--- src/rtl/assert_macros.svh ---
// Assertion macros shared by the list store RTL.
// No dependencies.
`ifndef ASSERT_MACROS_SVH
`define ASSERT_MACROS_SVH

// Antecedent holds -> consequent holds in the same cycle.
`define ASSERT_SAME(label, clk, rst, ante, cons) \
  label: assert property (@(posedge clk) disable iff (rst) (ante) |-> (cons)) \
    else $error("assertion failed");

// Antecedent holds -> consequent holds in the next cycle.
`define ASSERT_NEXT(label, clk, rst, ante, cons) \
  label: assert property (@(posedge clk) disable iff (rst) (ante) |=> (cons)) \
    else $error("assertion failed");

`endif

--- src/rtl/plist_pkg.sv ---
// Types and constants for the positional list store.
// No dependencies.
package plist_pkg;

  localparam int DEPTH  = 64;
  localparam int IDX_W  = $clog2(DEPTH);
  localparam int CNT_W  = $clog2(DEPTH + 1);
  localparam int POS_W  = 7;
  localparam int CMP_W  = (POS_W > IDX_W + 1) ? POS_W : IDX_W + 1;
  localparam int DATA_W = 32;
  localparam int OP_W   = 3;
  localparam int ST_W   = 2;
  localparam int OCNT_W = 7;

  typedef enum logic [OP_W-1:0] {
    OP_INSERT = 3'd0,
    OP_REMOVE = 3'd1,
    OP_GET    = 3'd2,
    OP_SET    = 3'd3,
    OP_CLEAR  = 3'd4
  } opcode_t;

  typedef enum logic [ST_W-1:0] {
    ST_OK      = 2'd0,
    ST_BAD_POS = 2'd1,
    ST_FULL    = 2'd2
  } status_t;

  typedef enum logic [1:0] {
    CELL_HOLD,
    CELL_INSERT,
    CELL_REMOVE,
    CELL_SET
  } cell_cmd_t;

  typedef struct packed {
    cell_cmd_t          cmd;
    logic [CMP_W-1:0]   pos;
    logic [DATA_W-1:0]  value;
  } cell_ctl_t;

endpackage

--- src/rtl/plist_cell.sv ---
// One slot of the list: holds a value, shifts from a neighbor or loads new data.
// Depends on plist_pkg.
module plist_cell (
  input  logic                           clk,
  input  plist_pkg::cell_ctl_t           ctl,
  input  logic [plist_pkg::CMP_W-1:0]    idx,
  input  logic [plist_pkg::DATA_W-1:0]   left_val,
  input  logic [plist_pkg::DATA_W-1:0]   right_val,
  output logic [plist_pkg::DATA_W-1:0]   val,
  output logic [plist_pkg::DATA_W-1:0]   rd_part
);

  logic [plist_pkg::DATA_W-1:0] val_next;
  logic                         hit;
  logic                         above;

  assign hit   = (idx == ctl.pos);
  assign above = (idx > ctl.pos);

  always_comb begin
    val_next = val;
    case (ctl.cmd)
      plist_pkg::CELL_INSERT: begin
        if (hit) begin
          val_next = ctl.value;
        end else if (above) begin
          val_next = left_val;
        end
      end
      plist_pkg::CELL_REMOVE: begin
        if (hit || above) begin
          val_next = right_val;
        end
      end
      plist_pkg::CELL_SET: begin
        if (hit) begin
          val_next = ctl.value;
        end
      end
      default: val_next = val;
    endcase
  end

  always_ff @(posedge clk) begin
    val <= val_next;
  end

  assign rd_part = hit ? val : '0;

endmodule

--- config.mk ---
export PLATFORM = sky130hd
export DESIGN_NAME = plist_cell
export DESIGN_NICKNAME = d
export VERILOG_FILES = /design/src/rtl/assert_macros.svh /design/src/rtl/plist_pkg.sv /design/src/rtl/plist_cell.sv
export SDC_FILE = /design/constraint.sdc
export NUM_CORES = 1
export LEC_CHECK = 0
export BUFFER_PORTS_ARGS = -buffer_cell sky130_fd_sc_hd__buf_2
export CAP_MARGIN = 20
export CORE_MARGIN = 2
export CORE_UTILIZATION = 46
export CTS_BUF_LIST = sky130_fd_sc_hd__clkbuf_4 sky130_fd_sc_hd__clkbuf_8
export CTS_CLUSTER_DIAMETER = 200
export CTS_CLUSTER_SIZE = 10
export DETAILED_ROUTE_END_ITERATION = 10
export PLACE_DENSITY = 0.95
export SLEW_MARGIN = 20
export SYNTH_ARGS = -nofsm -noshare
export SYNTH_HDL_FRONTEND = slang
export SYNTH_SLANG_ARGS = --single-unit
--- constraint.sdc ---
create_clock -name clk -period 5.5 [get_ports clk]
set_input_delay 0.825 -clock clk [delete_from_list [all_inputs] [get_ports clk]]
set_output_delay 0.825 -clock clk [all_outputs]
set_load 0.05 [all_outputs]
== Word-level counts from Yosys, hierarchy flattened ==
Index checks and enable logic that the tools add are counted.

* Eq/ne operators: 7
* Multiplexer cells: 6
* $lt $le $gt $ge: 1
* Reductions and logical operators: 3

{| class="wikitable"
|+ Operators by type and width
! operator !! number
|-
| two-way mux 32 bit || 5
|-
| one-hot mux 32 bit (3 select lines) || 1
|-
| == test 7 bit || 1
|-
| greater-than comparator 7 bit || 1
|-
| == test 2 bit (second input constant) || 2
|-
| inequality test 2 bit (second input constant) || 2
|-
| AND reduction 4 bit || 1
|-
| inequality test 3 bit (second input constant) || 1
|-
| nonzero test 3 bit || 1
|-
| == test 2 x 1 -> 1 bit (second input constant) || 1
|-
| logical OR 1 bit || 1
|}

* Output and inout bits: 64
* Word-level logic and storage cells: 18
* Input port bits: 113
* Flip-flop bits (word level): 32

== Depth between registers and ports, before layout ==
Gate-level depths: netlist of the first run.

* Depth after elaboration: 4
* Depth in mapped cells: 8
* Gate-level depth less buffers: 6

== Least setup slack after synthesis of the first run ==
OpenSTA, ideal clock, no wires.

* Path kind: input -> register
* Start: in ctl[38] in the netlist's numbering
* End: reg val[0] in the netlist's numbering, enable pin
* Data arrival time: 3.254 ns
* Slack: 1.824 ns
* Stages: 8
* Library setup time: 0.422 ns
* Buffers on the path: 2
* Path through: inv_1 ha_1 nand4_2 nor2_2 buf_6 buf_12 nor2_1 a311oi_2

* Word-level cells in the longest chain between the ends: 4

{| class="wikitable"
|+ RTL lines
! element !! RTL line !! RTL
|-
| from (decl) || plist_cell.sv:5 || <nowiki>input plist_pkg::cell_ctl_t ctl,</nowiki>
|-
| greater-than comparator 7 bit or == test 7 bit (tied branches) || plist_cell.sv:18, plist_cell.sv:17 ||
|-
| logical OR 1 bit || plist_cell.sv:31 || <nowiki>if (hit || above) begin</nowiki>
|-
| inequality test 2 bit (no source line) || - ||
|-
| AND reduction 4 bit (no source line) (*) || - ||
|-
| to (signal assigned) || plist_cell.sv:45 || <nowiki>val <= val_next;</nowiki>
|-
| to (decl) || plist_cell.sv:9 || <nowiki>output logic [plist_pkg::DATA_W-1:0] val,</nowiki>
|}

Mark *: on every way between the ends. The rest lies on a longest branch, timed or not.
A chain may end at the register's enable or synchronous reset.

== Worst setup path in the final report of the first run ==
* Start: in ctl[38] in the netlist's numbering
* End: reg val[9] in the netlist's numbering, enable pin

Same word-level chain as after synthesis.

==> out/metrics.cfg, run 1 <==
[status]
outcome=finished, final reports clean

[layout]
final_layout_size_suffix_gt1_share_pct=50.4
area_delta_synth_final_pct=41.5
largest_register=val
num-nets-final=496
largest_reg_flops=32
layout.cells.non_filler=448
reg_top3=val x32

[sta]
worstMarginPinSlew_ns=1.02
slew_headroom_pct=32.2
min_period_ns=3.25
fmax_ghz=0.308
rsz0062_at_grt=false
hold_viol_final=0
drv_slew=0
setup_viol_count_final=0
fin_setup_tns_ns=0
post-route-period-util_pct=59.0

[grt]
antenna_found_initial=1
grt_pass1_wl_um=9850
grt_pass1_vias=2159
grt_overflow_total=0
grt_usage_pct=20.7
grt_max_degree=37

[floorplanning]
die-height_um=76.8
row_count=26
io-pin-count=177
core-area_um2=5110
die_area_um2=5900
initial_core_util_pct=47.7
die_w_um=76.8

[yosys]
ys_seq_area_share_pct=39.4
synth.top_cell.area_share_pct=39.4
synth_adder_area_share_pct=3.59
synthCells=205
synth_compound_area_share_pct=2.31
synth-simple-area-share_pct=10.8
syn_area_um2=2440
yosysTopAreaCell=edfxtp_1
synth.area.top_cells=edfxtp_1 39%, mux2i_1 38%, and2_1 8.2%
yosysWarnings=0
synth_seq_cells=32
synthXorXnorAreaFrac_pct=0
synth_top_family_by_area=multiplexers
syn_avg_cell_area_um2=11.9
muxShareOfSynthArea_pct=38.2
synth.distinct_cells=23
synth_fp_nets=325

[clock_network]
cts_sinks=32
postCtsSetupBuffers=0
numCtsBuffers=5
cts_tree=built
htree_levels=2
cts-root-buf=clkbuf_8
clk_pin_slew_worst_paths_ns=0.07
post_cts_resized=0
clockBufferDepth=2
cts_hold_buffers=0

[detailed_routing]
post-route-drc-count=0
dr.pass1.iters=4
routedWlPerCell_um=14.1
ant_nets=0
drtIter0Drc=52
finalWirelength_um=6300
num_vias=2227
via_per_inst=4.97

[critical_path]
critical_path.top_delay_family=buffers and inverters
cp_cell_sequence=buf_2 -> inv_1 -> ha_1 -> nand4_2 -> nor2_4 -> buf_4 -> nor2_1 -> a311oi_4 -> buf_4
worst_ep_required_time_ns=5.45
worstPathArrival_ns=3.20
cp_num_buf_inv=4
slowest_delay_ns=0.75
crit_path_frequent_cell=buf_4
start_kind=input port
path_class=input port to register
crit_path_end_kind=register
critPathMaxFanout=31
crit_slowest_cell=a311oi_4

[worst_hold_path]
holdCritPathClass=input port to register

[placed_design]
port_buffers=176
place_inst=439
hpwl_um=4950
place_congestion=0.806

[power_and_ir_drop]
p_leak_nw=1.77
power_density_nw_per_um2=238
vdd_ir_drop_max_v=0.000145

[flow_run]
cap_violations=0

==> per-stage QoR <==
step / utilization [%] / area (um^2) / hold WS, ns / setup WS [ns] / power (W)
2_1_floorplan: - / 2440 / 1.05 / 1.82 / 0.000516
3_3_place_gp: 65.3 / 3340 / 1.16 / 2.05 / 0.000598
3_5_place_dp: 65.3 / 3340 / 1.18 / 1.96 / 0.000606
4_1_cts: 67.5 / 3450 / 0.906 / 2.25 / 0.000828
5_1_grt: 67.5 / 3450 / 0.902 / 2.10 / 0.000858
6_report: 67.5 / 3450 / 0.912 / 2.25 / 0.000820
==> cells in the mapped netlist <==
library cell	n
nand2_1	1
a21o_1	1
a211oi_1	1
inv_1	8
or3_1	1
o31ai_1	1
buf_6	1
buf_2	7
buf_12	2
o32ai_1	1
ha_1	7
nand2b_1	2
mux2i_1	93
nor2_2	1
nand4_2	1
a311oi_2	1
a21oi_1	2
edfxtp_1	32
buf_4	1
nand3_1	2
clkbuf_1	4
nor2_1	3
and2_1	32
==> placed cells by master (no fill, tap or decap) <==
| master | count |
|---|---|
| buf_2 | 176 |
| mux2i_1 | 93 |
| and2_1 | 32 |
| edfxtp_1 | 32 |
| inv_1 | 8 |
| ha_1 | 7 |
| clkbuf_8 | 5 |
| nor2_1 | 3 |
| buf_4 | 3 |
| nand3_1 | 2 |
| nand2b_1 | 2 |
| a21oi_1 | 2 |
| diode_2 | 1 |
| nand4_2 | 1 |
| nand2_1 | 1 |
| o31ai_1 | 1 |
| nor2_4 | 1 |
| o32ai_1 | 1 |
| a21o_1 | 1 |
| a211oi_1 | 1 |
| or3_1 | 1 |
| a311oi_4 | 1 |
| bufinv_16 | 1 |
| clkinv_2 | 1 |
| clkbuf_4 | 1 |
==> cell families after synthesis <==
group	after synthesis
DFF	32
and+or+nand+nor	43
buffers and inverters	23
AOI/OAI and AO/OA	7
adders and majority gates	7
muxes	93
==> report_power, final <==
part           total, W  internal [W]  switching [W]
logic          0.000275     0.0000880       0.000187
clock network  0.000221      0.000139      0.0000814
registers      0.000324      0.000309      0.0000148
total          0.000820      0.000537       0.000283
==> per-layer routing <==
| metal | routed length (um) | track usage, % | vias to the layer above |
|---|---|---|---|
| met2 | 3470 | 40.9 | 103 |
| met5 | 0 | 0 | - |
| met3 | 406 | 4.24 | 4 |
| met4 | 59 | 6.00 | 0 |
| li1 | - | - | 1094 |
| met1 | 2370 | 21.9 | 1026 |
==> area by class of cell <==
| cell class | count | area, um^2 |
|---|---|---|
| timing repair buffer | 179 | 903 |
| antenna | 1 | 2.50 |
| inverter | 8 | 30.0 |
| clock inverter | 2 | 35.0 |
| tap | 70 | 87.6 |
| fill | 435 | 1660 |
| clock buffer | 6 | 76.3 |
| sequential | 32 | 961 |
| multi-input combinational | 150 | 1350 |
==> path summary, 6_finish.rpt <==
check	from	endpoint	slack, ns	depth (start not counted)
worst max-delay path	ctl[38]	val[9]$_DFFE_PP_	2.25	9
worst min-delay path	left_val[30]	val[30]$_DFFE_PP_	0.91	3
(Power assumes the default switching activity.)
==> inputs of run 2 (changes only) <==
--- a/config.mk
+++ b/config.mk
@@ -8,12 +8,12 @@
 export BUFFER_PORTS_ARGS = -buffer_cell sky130_fd_sc_hd__buf_2
 export CAP_MARGIN = 20
 export CORE_MARGIN = 2
-export CORE_UTILIZATION = 46
+export CORE_UTILIZATION = 38
 export CTS_BUF_LIST = sky130_fd_sc_hd__clkbuf_4 sky130_fd_sc_hd__clkbuf_8
 export CTS_CLUSTER_DIAMETER = 200
 export CTS_CLUSTER_SIZE = 10
 export DETAILED_ROUTE_END_ITERATION = 10
-export PLACE_DENSITY = 0.95
+export PLACE_DENSITY = 0.9
 export SLEW_MARGIN = 20
 export SYNTH_ARGS = -nofsm -noshare
 export SYNTH_HDL_FRONTEND = slang
==> constraint.sdc (replaced) <==
create_clock -name clk -period 2.9 [get_ports clk]
set_input_delay 0.435 -clock clk [delete_from_list [all_inputs] [get_ports clk]]
set_output_delay 0.435 -clock clk [all_outputs]
set_load 0.05 [all_outputs]
==> out/metrics.cfg, run 2 (same netlist as run 1, synthesis figures left out) <==
[placed_design]
place_congestion=0.802
place_inst=450
port_buffers=176
hpwl_um=5010

[detailed_routing]
finalWirelength_um=6170
post-route-drc-count=0
routedWlPerCell_um=13.5
via_per_inst=4.85
drtIter0Drc=40
dr.pass1.iters=4
ant_nets=0
num_vias=2223

[grt]
grt_max_degree=36
grt_overflow_total=0
grt_usage_pct=16.7
grt_pass1_vias=2178
antenna_found_initial=0
grt_pass1_wl_um=9540

[sta]
hold_viol_final=0
rsz0062_at_grt=false
post-route-period-util_pct=82.9
fin_setup_tns_ns=0
fmax_ghz=0.416
min_period_ns=2.41
worstMarginPinSlew_ns=0.534
setup_viol_count_final=0
drv_slew=0
slew_headroom_pct=64.4

[clock_network]
post_cts_resized=0
postCtsSetupBuffers=0
cts-root-buf=clkbuf_8
htree_levels=2
cts_hold_buffers=0
cts_tree=built
clockBufferDepth=2
numCtsBuffers=5
cts_sinks=32
clk_pin_slew_worst_paths_ns=0.06

[critical_path]
worstPathArrival_ns=1.97
cp_num_buf_inv=4
critical_path.top_delay_family=buffers and inverters
start_kind=input port
critPathMaxFanout=25
crit_path_end_kind=output pin
slowest_delay_ns=0.32
worst_ep_required_time_ns=2.47
crit_path_frequent_cell=buf_2
cp_cell_sequence=buf_2 -> inv_1 -> ha_1 -> nand4_2 -> nor2_4 -> buf_4 -> and2_1 -> buf_2
path_class=input port to output pin
crit_slowest_cell=ha_1

[floorplanning]
die-height_um=84.1
row_count=29
io-pin-count=177
core-area_um2=6280
initial_core_util_pct=38.8
die_w_um=84.1
die_area_um2=7070

[power_and_ir_drop]
vdd_ir_drop_max_v=0.000219
power_density_nw_per_um2=424
p_leak_nw=1.78

[layout]
largest_reg_flops=32
largest_register=val
post-route-util_pct=55.4
final_layout_size_suffix_gt1_share_pct=50.7
n_antenna_cell=0
layout.cells.non_filler=458
mostFrequentLayoutCells=176 x buf_2, 93 x mux2i_1, 32 x and2_1, 32 x edfxtp_1, 8 x inv_1
num-nets-final=500
final_common_cell=buf_2
reg_top3=val x32
fillCellCount=585
area_delta_synth_final_pct=42.6

[worst_hold_path]
holdCritPathClass=input port to register

[status]
outcome=finished, final reports clean

[flow_run]
cap_violations=0

[run 2: changes by cell type in the layout (fill, tap and decap cells not counted), sizes merged]
cell and change:
diode -1, bufinv -1, clkbuf +1, buf +4
[run 2: power by group]
group	internal [W]	switching (W)
clock	0.000185	0.000150
combinational	0.000169	0.000355
sequential	0.000587	0.0000271
total	0.000941	0.000532
[run 2: stage by stage]
step	setup WS (ns)	instance area, um^2	hold slack (ns)	total power [W]
after floorplan	0.0803	2450	0.665	0.000980
after global placement	0.528	3390	0.765	0.00114
after detailed placement	0.482	3390	0.789	0.00115
after CTS	0.478	3470	0.515	0.00149
after global routing	0.400	3470	0.527	0.00155
final	0.495	3470	0.522	0.00147
[run 2: tightest hold or removal path, cell delays in order]
cell and delay [ns]:
buf_2 0.07, mux2i_1 0.05, mux2i_1 0.11
[run 2: cell type report]
type	instances	area [um^2]	share of cell area, %
multi-input combinational	150	1350	39.0
sequential	32	961	27.7
timing repair buffer	183	946	27.2
tap	77	96.3	2.77
clock buffer	7	83.8	2.41
inverter	8	30.0	0.864
clock inverter	1	3.75	0.108
[run 2: layer usage]
| metal | vias up | global-route usage (%) | part of all wire (%) |
|---|---|---|---|
| li1 | 1098 | - | - |
| met1 | 1020 | 17.0 | 38 |
| met2 | 95 | 32.7 | 53 |
| met3 | 10 | 4.25 | 6.8 |
| met4 | 0 | 5.28 | 1.6 |
| met5 | - | 0 | 0 |
[run 2: worst paths after layout]
path | from | end | slack [ns] | depth (start not counted)
hold / removal | left_val[18] | val[18]$_DFFE_PP_ | 0.52 | 3
setup / recovery | ctl[38] | rd_part[29] | 0.49 | 8
